==> src/rtl/aidp_pkg.sv <==
// ---------------------------------------------------------------------------
// aidp_pkg
// Shared types and constants of the archive index decrypt parser: channel
// payloads, byte kind codes, register indexes and register reset values.
// ---------------------------------------------------------------------------
`timescale 1ns / 1ps

package aidp_pkg;

   // byte kind codes carried on the result channel
   localparam logic [1:0] KIND_HEADER  = 2'd0;
   localparam logic [1:0] KIND_NAME    = 2'd1;
   localparam logic [1:0] KIND_OFFSET  = 2'd2;
   localparam logic [1:0] KIND_PAYLOAD = 2'd3;

   // configuration register indexes
   localparam logic [1:0] CSR_COUNT_KEY        = 2'd0;
   localparam logic [1:0] CSR_FIRST_SUBTRAHEND = 2'd1;
   localparam logic [1:0] CSR_XOR_MASK         = 2'd2;
   localparam logic [1:0] CSR_POSITION_BASE    = 2'd3;

   // register reset values
   localparam logic [31:0] COUNT_KEY_RESET        = 32'h3BD7_A59A;
   localparam logic [7:0]  FIRST_SUBTRAHEND_RESET = 8'd39;
   localparam logic [7:0]  XOR_MASK_RESET         = 8'hA5;
   localparam logic [7:0]  POSITION_BASE_RESET    = 8'd27;

   // index entry layout
   localparam logic [4:0] ENTRY_LAST_BYTE = 5'd16;
   localparam logic [4:0] NAME_BYTES      = 5'd13;
   localparam logic [2:0] HEADER_BYTES    = 3'd4;

   typedef struct packed {
      logic [7:0] data_byte;
      logic       restart;
   } req_payload_type;

   typedef struct packed {
      logic [1:0]  byte_kind;
      logic [7:0]  plain_byte;
      logic [31:0] entry_number;
      logic [4:0]  place_in_entry;
      logic        entry_done;
      logic [31:0] entry_offset;
      logic        length_valid;
      logic [31:0] previous_length;
      logic        count_valid;
      logic [31:0] entry_count;
   } rsp_payload_type;

endpackage

==> src/rtl/aidp_if.sv <==
// ---------------------------------------------------------------------------
// aidp_req_if / aidp_rsp_if
// Valid/ready channels of the archive index decrypt parser: raw archive
// bytes in, classified and decrypted bytes out.
// ---------------------------------------------------------------------------
`timescale 1ns / 1ps

interface aidp_req_if;
   import aidp_pkg::*;

   logic            valid;
   logic            ready;
   req_payload_type payload;

   modport source (output valid, output payload, input ready);
   modport sink   (input valid, input payload, output ready);
endinterface

interface aidp_rsp_if;
   import aidp_pkg::*;

   logic            valid;
   logic            ready;
   rsp_payload_type payload;

   modport source (output valid, output payload, input ready);
   modport sink   (input valid, input payload, output ready);
endinterface

==> src/rtl/archive_index_decrypt_parser.sv <==
// ---------------------------------------------------------------------------
// archive_index_decrypt_parser
// Sorts archive bytes into count header, encrypted index entries and payload,
// decrypts index bytes and reports each entry's offset and the previous
// entry's length.
// ---------------------------------------------------------------------------
// channel   | side  | item
// ----------+-------+--------------------------------------------------
// req_if    | sink  | data_byte, restart
// rsp_if    | source| kind, plain byte, entry info, offset, length, count
// csr_*     | write | count_key, first_subtrahend, xor_mask, position_base
//
// One item per cycle sustained while results are taken; an item sits in the input
// register after the edge that accepts it and moves on to the result register.
// The parse state updates as an item moves from input to result register.
// A stalled result keeps its register; one more item waits in the input
// register before req_if.ready drops.
// Synchronous reset restores the register defaults and clears parse state.
// ---------------------------------------------------------------------------
`timescale 1ns / 1ps

module archive_index_decrypt_parser (
   input  logic        clock,
   input  logic        reset,
   aidp_req_if.sink    req_if,
   aidp_rsp_if.source  rsp_if,
   input  logic        csr_wr_en,
   input  logic [1:0]  csr_index,
   input  logic [31:0] csr_data
);
   import aidp_pkg::*;

   // configuration registers
   logic [31:0] count_key_ff;
   logic [7:0]  first_sub_ff;
   logic [7:0]  xor_mask_ff;
   logic [7:0]  pos_base_ff;

   // input stage
   logic            stage_valid_ff;
   req_payload_type stage_ff;

   // parse state
   logic [2:0]  hdr_seen_ff,  hdr_seen_in;
   logic [31:0] count_ff,     count_in;
   logic [31:0] entries_ff,   entries_in;
   logic [4:0]  bie_ff,       bie_in;
   logic [7:0]  pos_ff,       pos_in;
   logic [31:0] gather_ff,    gather_in;
   logic [31:0] last_off_ff,  last_off_in;
   logic        have_last_ff, have_last_in;

   // result stage
   logic            rsp_valid_ff;
   rsp_payload_type rsp_ff, rsp_in;

   // working values with restart applied
   logic [2:0]  hdr_eff;
   logic [31:0] count_eff;
   logic [31:0] entries_eff;
   logic [4:0]  bie_eff;
   logic [7:0]  pos_eff;
   logic [31:0] gather_eff;
   logic [31:0] last_off_eff;
   logic        have_last_eff;
   logic [7:0]  raw;
   logic [7:0]  dec_sub;
   logic [7:0]  dec_xor;
   logic [7:0]  dec_pos;
   logic [7:0]  dec_byte;
   logic [4:0]  off_sel;
   logic [31:0] gather_new;

   logic advance;

   // handshake: the input register refills whenever it moves on
   assign advance      = stage_valid_ff && (!rsp_valid_ff || rsp_if.ready);
   assign req_if.ready = !stage_valid_ff || advance;
   assign rsp_if.valid = rsp_valid_ff;
   assign rsp_if.payload = rsp_ff;

   // configuration writes
   always_ff @(posedge clock) begin
      if (reset) begin
         count_key_ff <= COUNT_KEY_RESET;
         first_sub_ff <= FIRST_SUBTRAHEND_RESET;
         xor_mask_ff  <= XOR_MASK_RESET;
         pos_base_ff  <= POSITION_BASE_RESET;
      end else if (csr_wr_en) begin
         case (csr_index)
            CSR_COUNT_KEY:        count_key_ff <= csr_data;
            CSR_FIRST_SUBTRAHEND: first_sub_ff <= csr_data[7:0];
            CSR_XOR_MASK:         xor_mask_ff  <= csr_data[7:0];
            CSR_POSITION_BASE:    pos_base_ff  <= csr_data[7:0];
            default: ;
         endcase
      end
   end

   // decryption of one index byte
   always_comb begin
      raw      = stage_ff.data_byte;
      dec_sub  = raw - first_sub_ff;
      dec_xor  = dec_sub ^ xor_mask_ff;
      dec_pos  = pos_base_ff + pos_eff;
      dec_byte = dec_xor - dec_pos;
   end

   // parse step for the item in the input register
   always_comb begin
      // restart clears parse state before the byte is handled
      hdr_eff       = stage_ff.restart ? 3'd0  : hdr_seen_ff;
      count_eff     = stage_ff.restart ? 32'd0 : count_ff;
      entries_eff   = stage_ff.restart ? 32'd0 : entries_ff;
      bie_eff       = stage_ff.restart ? 5'd0  : bie_ff;
      pos_eff       = stage_ff.restart ? 8'd0  : pos_ff;
      gather_eff    = stage_ff.restart ? 32'd0 : gather_ff;
      last_off_eff  = stage_ff.restart ? 32'd0 : last_off_ff;
      have_last_eff = stage_ff.restart ? 1'b0  : have_last_ff;

      hdr_seen_in  = hdr_eff;
      count_in     = count_eff;
      entries_in   = entries_eff;
      bie_in       = bie_eff;
      pos_in       = pos_eff;
      gather_in    = gather_eff;
      last_off_in  = last_off_eff;
      have_last_in = have_last_eff;

      off_sel    = bie_eff - NAME_BYTES;
      gather_new = gather_eff | ({24'd0, dec_byte} << {off_sel[1:0], 3'b000});

      rsp_in = '0;
      rsp_in.plain_byte = raw;

      if (hdr_eff < HEADER_BYTES) begin
         // count header byte, little-endian
         rsp_in.byte_kind = KIND_HEADER;
         count_in    = count_eff | ({24'd0, raw} << {hdr_eff[1:0], 3'b000});
         hdr_seen_in = hdr_eff + 3'd1;
         if (hdr_eff == HEADER_BYTES - 3'd1) begin
            count_in = count_in ^ count_key_ff;
         end
      end else if (entries_eff < count_eff) begin
         // encrypted index byte
         rsp_in.plain_byte     = dec_byte;
         rsp_in.entry_number   = entries_eff;
         rsp_in.place_in_entry = bie_eff;
         pos_in = pos_eff + 8'd1;
         if (bie_eff < NAME_BYTES) begin
            rsp_in.byte_kind = KIND_NAME;
         end else begin
            rsp_in.byte_kind = KIND_OFFSET;
            gather_in = gather_new;
         end
         if (bie_eff == ENTRY_LAST_BYTE) begin
            rsp_in.entry_done   = 1'b1;
            rsp_in.entry_offset = gather_new;
            if (have_last_eff) begin
               rsp_in.length_valid    = 1'b1;
               rsp_in.previous_length = gather_new - last_off_eff - 32'd1;
            end
            last_off_in  = gather_new;
            have_last_in = 1'b1;
            gather_in    = 32'd0;
            bie_in       = 5'd0;
            entries_in   = entries_eff + 32'd1;
         end else begin
            bie_in = bie_eff + 5'd1;
         end
      end else begin
         // payload passes through
         rsp_in.byte_kind    = KIND_PAYLOAD;
         rsp_in.entry_number = count_eff;
      end

      rsp_in.count_valid = (hdr_seen_in >= HEADER_BYTES);
      rsp_in.entry_count = rsp_in.count_valid ? count_in : 32'd0;
   end

   // input register, parse state and result register
   always_ff @(posedge clock) begin
      if (reset) begin
         stage_valid_ff <= 1'b0;
         rsp_valid_ff   <= 1'b0;
         hdr_seen_ff    <= 3'd0;
         count_ff       <= 32'd0;
         entries_ff     <= 32'd0;
         bie_ff         <= 5'd0;
         pos_ff         <= 8'd0;
         gather_ff      <= 32'd0;
         last_off_ff    <= 32'd0;
         have_last_ff   <= 1'b0;
      end else begin
         if (req_if.ready) begin
            stage_valid_ff <= req_if.valid;
         end
         if (advance) begin
            rsp_valid_ff <= 1'b1;
            hdr_seen_ff  <= hdr_seen_in;
            count_ff     <= count_in;
            entries_ff   <= entries_in;
            bie_ff       <= bie_in;
            pos_ff       <= pos_in;
            gather_ff    <= gather_in;
            last_off_ff  <= last_off_in;
            have_last_ff <= have_last_in;
         end else if (rsp_if.ready) begin
            rsp_valid_ff <= 1'b0;
         end
      end
   end

   // payload registers
   always_ff @(posedge clock) begin
      if (req_if.ready && req_if.valid) begin
         stage_ff <= req_if.payload;
      end
      if (advance) begin
         rsp_ff <= rsp_in;
      end
   end

`ifndef SYNTHESIS
   // header counter never runs past the header length
   a_hdr_range: assert property (@(posedge clock) disable iff (reset)
      hdr_seen_ff <= HEADER_BYTES)
      else $error("header byte counter out of range");

   // entry byte position stays inside one entry
   a_bie_range: assert property (@(posedge clock) disable iff (reset)
      bie_ff <= ENTRY_LAST_BYTE)
      else $error("entry byte position out of range");

   // a completed entry leaves an offset to measure the next one against
   a_last_kept: assert property (@(posedge clock) disable iff (reset)
      (advance && rsp_in.entry_done) |=> have_last_ff)
      else $error("completed entry offset not kept");

   // a length only comes with a completed offset byte
   a_len_done: assert property (@(posedge clock) disable iff (reset)
      (rsp_valid_ff && rsp_ff.length_valid) |->
         (rsp_ff.entry_done && rsp_ff.byte_kind == KIND_OFFSET))
      else $error("length reported without a completed entry");

   // both stages full with a stalled result blocks new items
   a_full_stall: assert property (@(posedge clock) disable iff (reset)
      (stage_valid_ff && rsp_valid_ff && !rsp_if.ready) |-> !req_if.ready)
      else $error("item taken while both stages are full");
`endif

endmodule
==> src/flat_wrapper.sv <==
// flat-port wrapper written by rule: the top's interface ports become plain ports
module archive_index_decrypt_parser_flat import aidp_pkg::*;
  (clock, reset, csr_wr_en, csr_index, csr_data, req_if_valid, req_if_payload, req_if_ready, rsp_if_valid, rsp_if_payload, rsp_if_ready);
  aidp_req_if req_if_i ();
  aidp_rsp_if rsp_if_i ();
  input  logic clock;
  input  logic reset;
  input  logic csr_wr_en;
  input  logic [1:0] csr_index;
  input  logic [31:0] csr_data;
  input wire logic [$bits(req_if_i.valid)-1:0] req_if_valid;
  input wire logic [$bits(req_if_i.payload)-1:0] req_if_payload;
  output wire logic [$bits(req_if_i.ready)-1:0] req_if_ready;
  output wire logic [$bits(rsp_if_i.valid)-1:0] rsp_if_valid;
  output wire logic [$bits(rsp_if_i.payload)-1:0] rsp_if_payload;
  input wire logic [$bits(rsp_if_i.ready)-1:0] rsp_if_ready;
  assign req_if_i.valid = req_if_valid;
  assign req_if_i.payload = req_if_payload;
  assign req_if_ready = req_if_i.ready;
  assign rsp_if_valid = rsp_if_i.valid;
  assign rsp_if_payload = rsp_if_i.payload;
  assign rsp_if_i.ready = rsp_if_ready;
  archive_index_decrypt_parser u_core (.clock(clock), .reset(reset), .req_if(req_if_i), .rsp_if(rsp_if_i), .csr_wr_en(csr_wr_en), .csr_index(csr_index), .csr_data(csr_data));
endmodule
==> config.mk <==
export PLATFORM = sky130hd
export DESIGN_NAME = archive_index_decrypt_parser_flat
export DESIGN_NICKNAME = d
export VERILOG_FILES = /design/src/rtl/aidp_pkg.sv /design/src/rtl/aidp_if.sv /design/src/rtl/archive_index_decrypt_parser.sv /design/src/flat_wrapper.sv
export SDC_FILE = /design/constraint.sdc
export NUM_CORES = 1
export LEC_CHECK = 0
export BUFFER_PORTS_ARGS = -buffer_cell sky130_fd_sc_hd__buf_2
export CAP_MARGIN = 20
export CORE_ASPECT_RATIO = 1.4
export CORE_MARGIN = 2
export CORE_UTILIZATION = 60
export CTS_BUF_LIST = sky130_fd_sc_hd__clkbuf_16
export CTS_CLUSTER_DIAMETER = 60
export CTS_CLUSTER_SIZE = 10
export DETAILED_ROUTE_END_ITERATION = 10
export HOLD_SLACK_MARGIN = 0.02
export PLACE_DENSITY = 0.9
export SYNTH_ARGS = -nofsm -noshare
export SYNTH_HDL_FRONTEND = slang
export SYNTH_SLANG_ARGS = --single-unit
export TNS_END_PERCENT = 50
==> constraint.sdc <==
create_clock -name clock -period 21.4 [get_ports clock]
set_input_delay 4.28 -clock clock [delete_from_list [all_inputs] [get_ports clock]]
set_output_delay 4.28 -clock clock [all_outputs]
set_load 0.05 [all_outputs]
==> results of run 1 <==
## stage by stage
stage / area, um^2 / setup slack (ns) / cells / hold slack (ns)
2_1_floorplan: 18400 / 11.70 / 2001 / 0.432
5_1_grt: 20700 / 12.10 / 2563 / 0.469
3_3_place_gp: 19500 / 12.24 / 2486 / 0.437
3_5_place_dp: 19500 / 12.17 / 2486 / 0.444
4_1_cts: 20700 / 12.16 / 2559 / 0.452
6_report: 20700 / 12.17 / 2564 / 0.451
## cell type report
| type | instances | area [um^2] |
|---|---|---|
| timing repair buffer | 215 | 1190 |
| fill | 2247 | 9290 |
| clock inverter | 32 | 130 |
| multi-input combinational | 1488 | 9030 |
| antenna | 1 | 2.50 |
| inverter | 44 | 171 |
| sequential | 358 | 8720 |
| clock buffer | 41 | 1030 |
| tap | 385 | 482 |
## routing by layer
metal  up-vias  part of all wire  routed length, um  track usage
met4         2             0.077               3830        0.211
met2       822              0.49              24700        0.529
met5         -           0.00026                 13            0
met3       254             0.073               3640       0.0486
met1      7435              0.36              17900        0.335
li1       7279                 -                  -            -
## sequential cells by signal, indices dropped and copies added, names as in the netlist, 3 cells and up
| register | count |
|---|---|
| u_core.rsp_if.payload | 146 |
| u_core.count_ff | 32 |
| u_core.count_key_ff | 32 |
| u_core.entries_ff | 32 |
| u_core.gather_ff | 32 |
| u_core.last_off_ff | 32 |
| u_core.first_sub_ff | 8 |
| u_core.pos_base_ff | 8 |
| u_core.pos_ff | 8 |
| u_core.raw | 8 |
| u_core.xor_mask_ff | 8 |
| u_core.bie_ff | 5 |
| u_core.hdr_seen_ff | 3 |
## cell usage in the layout, fill, tap and decap left out, types with 32 or more instances in the layout
cell and instances:
edfxtp_1 155, nand2_1 316, nor3_1 41, ha_1 81
and3_1 32, a21oi_1 140, mux2i_1 35, nor2b_1 58
nand3_1 38, xnor2_1 77, buf_2 194, o21ai_0 51
inv_1 71, dfxtp_1 203, a22oi_1 46, nor2_1 269
clkbuf_16 42
## logic make-up after synthesis
family          after synthesis
xor+xnor                    108
flops                       358
mux                          38
buf+inv                     155
simple gates                849
compound gates              403
fa+ha+maj                    90
## worst max-delay path, cell delays in order
cell     delay [ns]
buf_2          0.10
nor2b_1        0.24
nand2_1        0.11
buf_2          0.22
## worst max path at each step
stage               slack [ns]                               end         start  cells after the start
floorplan                11.70  u_core.count_ff[15]$_SDFFE_PP0P_  rsp_if_ready                      7
global placement         12.24                      req_if_ready  rsp_if_ready                      4
detailed placement       12.17                      req_if_ready  rsp_if_ready                      4
CTS                      12.16                      req_if_ready  rsp_if_ready                      4
global route             12.10                      req_if_ready  rsp_if_ready                      4
finish                   12.17                      req_if_ready  rsp_if_ready                      4
## power by group through the flow
stage / Sequential, mW / Combinational, mW / Clock (mW)
finish: 0.746 / 0.304 / 0.614
CTS: 0.745 / 0.299 / 0.617
global route: 0.747 / 0.325 / 0.645
floorplan: 0.801 / 0.181 / 0
global placement: 0.759 / 0.289 / 0
detailed placement: 0.759 / 0.296 / 0
==> results.sh, run 1 <==
export IMPL_rr_startpoint="u_core.raw[0]$_DFFE_PP_"
export IMPL_cts_sinks=358
export IMPL_grt_ovfl_total=0
export IMPL_p_switching_mw=0.494
export IMPL_synthTopCellsByArea="edfxtp_1, dfxtp_1, nand2_1, ha_1, nor2_1"
export IMPL_p_comb_frac=0.183
export IMPL_whs_path_depth=2
export IMPL_path_clk_slew_ns=0.06
export IMPL_vias_per_cell=6.16
export IMPL_root_buffer="clkbuf_16"
export IMPL_grt_max_degree=95
export IMPL_synthAdderAreaFrac=0.0649
export IMPL_fin_crit_sh=0.431
export IMPL_synth_top_area_share=0.253
export IMPL_fp_dieH_um=211
export IMPL_synth_simple_area_share=0.210
export IMPL_ios=196
export IMPL_total_power_mw=1.66
export IMPL_post_route_drc_count=0
export IMPL_grt_pass1_wl_um=77800
export IMPL_cts_buffers_inserted=41
export IMPL_cts_max_path_buffers=3
export IMPL_dieArea_um2=32100
export IMPL_ys_types=78
export IMPL_hold_path_class="reg2reg"
export IMPL_synth_xor_area_frac=0.0522
export IMPL_synth_mux_area_fraction=0.0209
export IMPL_drv_cap=0
export IMPL_cts_tree="built"
export IMPL_synth_cells=2001
export IMPL_gp_congestion=0.933
export IMPL_synth_seq_area_share=0.474
export IMPL_fin_tns_setup_ns=0
export IMPL_vias=15800
export IMPL_final_util=0.691
export IMPL_initial_core_util=0.612
export IMPL_status="finished clean"
export IMPL_finalHoldViolations=0
export IMPL_hp_start="u_core.hdr_seen_ff[1]$_SDFFE_PP0P_"
export IMPL_rsz0062_at_grt="false"
export IMPL_ys_seq_elements=358
export IMPL_async_flop_share=0
export IMPL_power_leakage_nw=8.28
export IMPL_r2r_end="u_core.rsp_if.payload[64]$_SDFFCE_PP0P_"
export IMPL_drive_above_1_share=0.131
export IMPL_antenna_found_initial=1
export IMPL_die_w_um=152
export IMPL_place_hpwl_um=33800
export IMPL_fp_coreArea_um2=30000
export IMPL_p_int_mw=1.17
export IMPL_irDropWorstVdd_mv=0.0709
export IMPL_p_per_area_nw_per_um2=80.2
export IMPL_synth_edf_count=155
export IMPL_power_frac_clock=0.369
export IMPL_r2r_cells=26
export IMPL_portBuffers=195
export IMPL_synth_avg_cell_area_um2=9.19
export IMPL_synth_top_family_by_area="simple AND/OR/NAND/NOR gates"
export IMPL_yosysWarningCount=0
export IMPL_post_cts_resized=0
export IMPL_end_kind="output port"
export IMPL_htreeDepth=2
export IMPL_switching_share=0.297
export IMPL_cp_data_arrival_time_ns=4.95
export IMPL_clkLatencyLatePin_ns=0.56
export IMPL_rows=75
export IMPL_syn2layout_area_growth_pct=12.8
export IMPL_worst_pin_slew_ns=0.990
export IMPL_path_class="in2out"
export IMPL_postRouteAntennaNets=0
export IMPL_finClkSkew_ns=0.0291
export IMPL_syn_area_um2=18400
export IMPL_pwr_share_seq=0.448
export IMPL_required_ns=17.12
export IMPL_first_iter_violations=1381
export IMPL_synth_flop_cell="dfxtp_1"
export IMPL_synth_compound_area_share=0.143
export IMPL_slew_headroom=0.340
export IMPL_post_synth_top_area_cell="edfxtp_1"
export IMPL_postCtsSetupBuffers=0
export IMPL_post_synth_top_count_cell="nand2_1"
export IMPL_hold_buffers=0
export IMPL_gr_usage_all_layers=0.301
export IMPL_fmax_mhz=108
export IMPL_fin_nets=2286
export IMPL_critPathMaxFanout=4
export IMPL_worst_setup_path_start_kind="primary input"
export IMPL_wl_per_cell_um=19.5
export IMPL_grt_pass1_vias=15100
export IMPL_worstHoldEndpoint="u_core.hdr_seen_ff[1]$_SDFFE_PP0P_"
export IMPL_r2r_setup_slack_ns=14.39
export IMPL_firstDrtPassIters=6
export IMPL_syn_nets=2139
export IMPL_slew_viol_final=0
export IMPL_setup_viol=0
export IMPL_wl_um=50000
export IMPL_min_period_ns=9.23
export IMPL_synth_commonest_cells="nand2_1, nor2_1, dfxtp_1"
(Power assumes the default switching activity.)
==> inputs of run 2 (changes only) <==
--- a/config.mk
+++ b/config.mk
@@ -5,17 +5,18 @@
 export SDC_FILE = /design/constraint.sdc
 export NUM_CORES = 1
 export LEC_CHECK = 0
+export ABC_AREA = 1
 export BUFFER_PORTS_ARGS = -buffer_cell sky130_fd_sc_hd__buf_2
 export CAP_MARGIN = 20
 export CORE_ASPECT_RATIO = 1.4
 export CORE_MARGIN = 2
-export CORE_UTILIZATION = 60
+export CORE_UTILIZATION = 55
 export CTS_BUF_LIST = sky130_fd_sc_hd__clkbuf_16
 export CTS_CLUSTER_DIAMETER = 60
 export CTS_CLUSTER_SIZE = 10
 export DETAILED_ROUTE_END_ITERATION = 10
 export HOLD_SLACK_MARGIN = 0.02
-export PLACE_DENSITY = 0.9
+export PLACE_DENSITY = 0.87
 export SYNTH_ARGS = -nofsm -noshare
 export SYNTH_HDL_FRONTEND = slang
 export SYNTH_SLANG_ARGS = --single-unit
==> constraint.sdc (replaced) <==
create_clock -name clock -period 7.7 [get_ports clock]
set_input_delay 1.54 -clock clock [delete_from_list [all_inputs] [get_ports clock]]
set_output_delay 1.54 -clock clock [all_outputs]
set_load 0.05 [all_outputs]
==> run 2 against run 1 <==
Critical path depth is 17 higher. Sequential cell count stayed put. Area after synthesis is 14% higher. Worst hold slack better by 0.0040 ns. Setup slack worse by 10 ns. Sequential power grew to 2.8 times the previous value. Routed wire length is 35% higher. Utilization is 6.8 points lower. Die area is 24% higher. Critical path type is now reg2reg.
==> results.sh, run 2 <==
export IMPL_drive_above_1_share=0.108
export IMPL_place_hpwl_um=47600
export IMPL_yosysWarningCount=0
export IMPL_initial_core_util=0.557
export IMPL_fmax_mhz=173
export IMPL_ys_types=55
export IMPL_p_per_area_nw_per_um2=233
export IMPL_syn_nets=2981
export IMPL_holdWs_ns=0.455
export IMPL_post_synth_top_area_cell="edfxtp_1"
export IMPL_end_kind="flop"
export IMPL_grt_ovfl_total=0
export IMPL_largest_register_ffs=146
export IMPL_drv_cap=0
export IMPL_finalHoldViolations=0
export IMPL_irDropWorstVdd_mv=0.175
export IMPL_grt_max_degree=179
export IMPL_antenna_found_initial=0
export IMPL_crit_top_cell="inv_1"
export IMPL_clkLatencyLatePin_ns=0.58
export IMPL_fin_tns_setup_ns=0
export IMPL_hold_buffers=0
export IMPL_fp_coreArea_um2=37600
export IMPL_finClkSkew_ns=0.0221
export IMPL_worst_pin_slew_ns=1.15
export IMPL_syn_area_um2=21000
export IMPL_async_flop_share=0
export IMPL_synth_cells=2843
export IMPL_cts_sinks=358
export IMPL_htreeDepth=2
export IMPL_synth_top_area_share=0.222
export IMPL_gr_usage_all_layers=0.333
export IMPL_synthTopCellsByArea="edfxtp_1, dfxtp_1, nand2_1, inv_1, nor2_1"
export IMPL_hold_path_class="reg2reg"
export IMPL_power_leakage_nw=11.0
export IMPL_rows=84
export IMPL_worst_setup_path_start_kind="flop"
export IMPL_path_clk_slew_ns=0.06
export IMPL_synth_avg_cell_area_um2=7.38
export IMPL_die_w_um=169
export IMPL_synth_flop_cell="dfxtp_1"
export IMPL_fin_crit_sh=0.753
export IMPL_wl_um=67400
export IMPL_cts_buffers_inserted=44
export IMPL_cts_max_path_buffers=3
export IMPL_firstDrtPassIters=6
export IMPL_root_buffer="clkbuf_16"
export IMPL_antenna_cells=0
export IMPL_synth_seq_area_share=0.416
export IMPL_cp_cell_sequence="nor2_1 -> inv_1 -> ha_1 -> inv_1 -> o21ai_0 -> inv_1 -> fa_1 -> inv_1 -> nand3_1 -> nand3_1 -> nand3_1 -> nand3_1 -> inv_1 -> o21bai_1 -> nand2_1 -> nand2_1 -> nand2_1 -> nand2_1 -> xor2_1 -> inv_1 -> nor2_1"
export IMPL_gp_congestion=1.01
export IMPL_layout_common_cells="nand2_1, inv_1, nor2_1"
export IMPL_vias=20300
export IMPL_wl_per_cell_um=19.4
export IMPL_ys_seq_elements=358
export IMPL_grt_pass1_wl_um=104000
export IMPL_ios=196
export IMPL_syn2layout_area_growth_pct=11.7
export IMPL_fin_nets=3105
export IMPL_required_ns=8.01
export IMPL_cts_tree="built"
export IMPL_max_stage_delay_ns=0.77
export IMPL_first_iter_violations=2183
export IMPL_total_power_mw=5.47
export IMPL_slew_headroom=0.231
export IMPL_n_fill_cell=3373
export IMPL_dpl_cell_count=3391
export IMPL_path_class="reg2reg"
export IMPL_setup_viol=0
export IMPL_critPathMaxFanout=18
export IMPL_vias_per_cell=5.83
export IMPL_postRouteAntennaNets=0
export IMPL_rsz0062_at_grt="false"
export IMPL_cp_data_arrival_time_ns=6.11
export IMPL_final_common_cell="nand2_1"
export IMPL_post_cts_resized=0
export IMPL_post_route_drc_count=0
export IMPL_status="finished clean"
export IMPL_synth_commonest_cells="nand2_1, inv_1, nor2_1"
export IMPL_final_cell_count_no_fill=3471
export IMPL_slew_viol_final=0
export IMPL_post_synth_top_count_cell="nand2_1"
export IMPL_fp_dieH_um=235
export IMPL_dieArea_um2=39700
export IMPL_postCtsSetupBuffers=0
export IMPL_grt_pass1_vias=19400
export IMPL_min_period_ns=5.80
export IMPL_synth_edf_count=155
export IMPL_cp_slowest_cell="ha_1"
export IMPL_portBuffers=195
-- run 2: cell count changes in the layout (fill, tap and decap cells not counted), moves of 58 or more --
cell,delta
nand2_1,+358
nand3_1,+118
a21oi_1,+81
nor2b_1,-58
o21ai_0,+169
inv_1,+310
-- run 2: report_power, final --
group	switching (mW)	internal [mW]	leakage [nW]
clock network	0.844	1.08	0.731
registers	0.0474	2.07	3.17
logic	1.02	0.410	7.07
total	1.91	3.55	11.0
-- run 2: routing by layer --
| layer | GRT usage | part of all wire |
|---|---|---|
| met1 | 0.368 | 0.35 |
| met2 | 0.569 | 0.48 |
| met3 | 0.0478 | 0.071 |
| met4 | 0.269 | 0.095 |
| met5 | 0 | 0 |
-- run 2: critical path: cells and delay by family (launching register included) --
family / cells / cell delay, ns
AO/OA/AOI/OAI: 2 / 0.88
AND/OR/NAND/NOR: 10 / 1.51
buffers and inverters: 6 / 1.14
adder cells (fa/ha/maj): 2 / 1.22
flip-flops: 1 / 0.69
XOR/XNOR: 1 / 0.06
-- run 2: kinds of logic (layout without fill, tap and decap cells) --
| kind of cell | Yosys count | after routing | synth area share |
|---|---|---|---|
| compound gates | 612 | 612 | 0.162 |
| xor+xnor | 59 | 59 | 0.0246 |
| fa+ha+maj | 90 | 90 | 0.0569 |
| buf+inv | 508 | 663 | 0.0978 |
| flops | 358 | 358 | 0.416 |
| simple gates | 1216 | 1216 | 0.243 |
-- run 2: cell type report --
class / count / area (um^2) / share of cell area
multi-input combinational: 1977 / 10200 / 0.436
sequential: 358 / 8720 / 0.372
inverter: 371 / 1400 / 0.0599
timing repair buffer: 215 / 1160 / 0.0494
clock buffer: 44 / 1100 / 0.0470
tap: 473 / 592 / 0.0253
clock inverter: 33 / 230 / 0.00983
-- run 2: metrics by stage --
step	area (um^2)	utilization	setup WS [ns]
after detailed placement	22000	0.586	2.08
after CTS	23400	0.621	2.02
after global routing	23400	0.622	1.37
after global placement	22000	0.586	2.12
final	23400	0.622	1.90
after floorplan	21000	-	0.644
-- run 2: path summary, 6_finish.rpt --
kind	startpoint	to	slack, ns	cells past startpoint
worst max-delay path	u_core.stage_ff[0]$_DFFE_PP_	u_core.rsp_if.payload[55]$_SDFFCE_PP0P_	1.90	21
worst min-delay path	u_core.count_key_ff[14]$_SDFFE_PP0P_	u_core.count_key_ff[14]$_SDFFE_PP0P_	0.45	2
worst max register to register	u_core.stage_ff[0]$_DFFE_PP_	u_core.rsp_if.payload[55]$_SDFFCE_PP0P_	1.90	21
worst min register to register	u_core.count_key_ff[14]$_SDFFE_PP0P_	u_core.count_key_ff[14]$_SDFFE_PP0P_	0.45	2
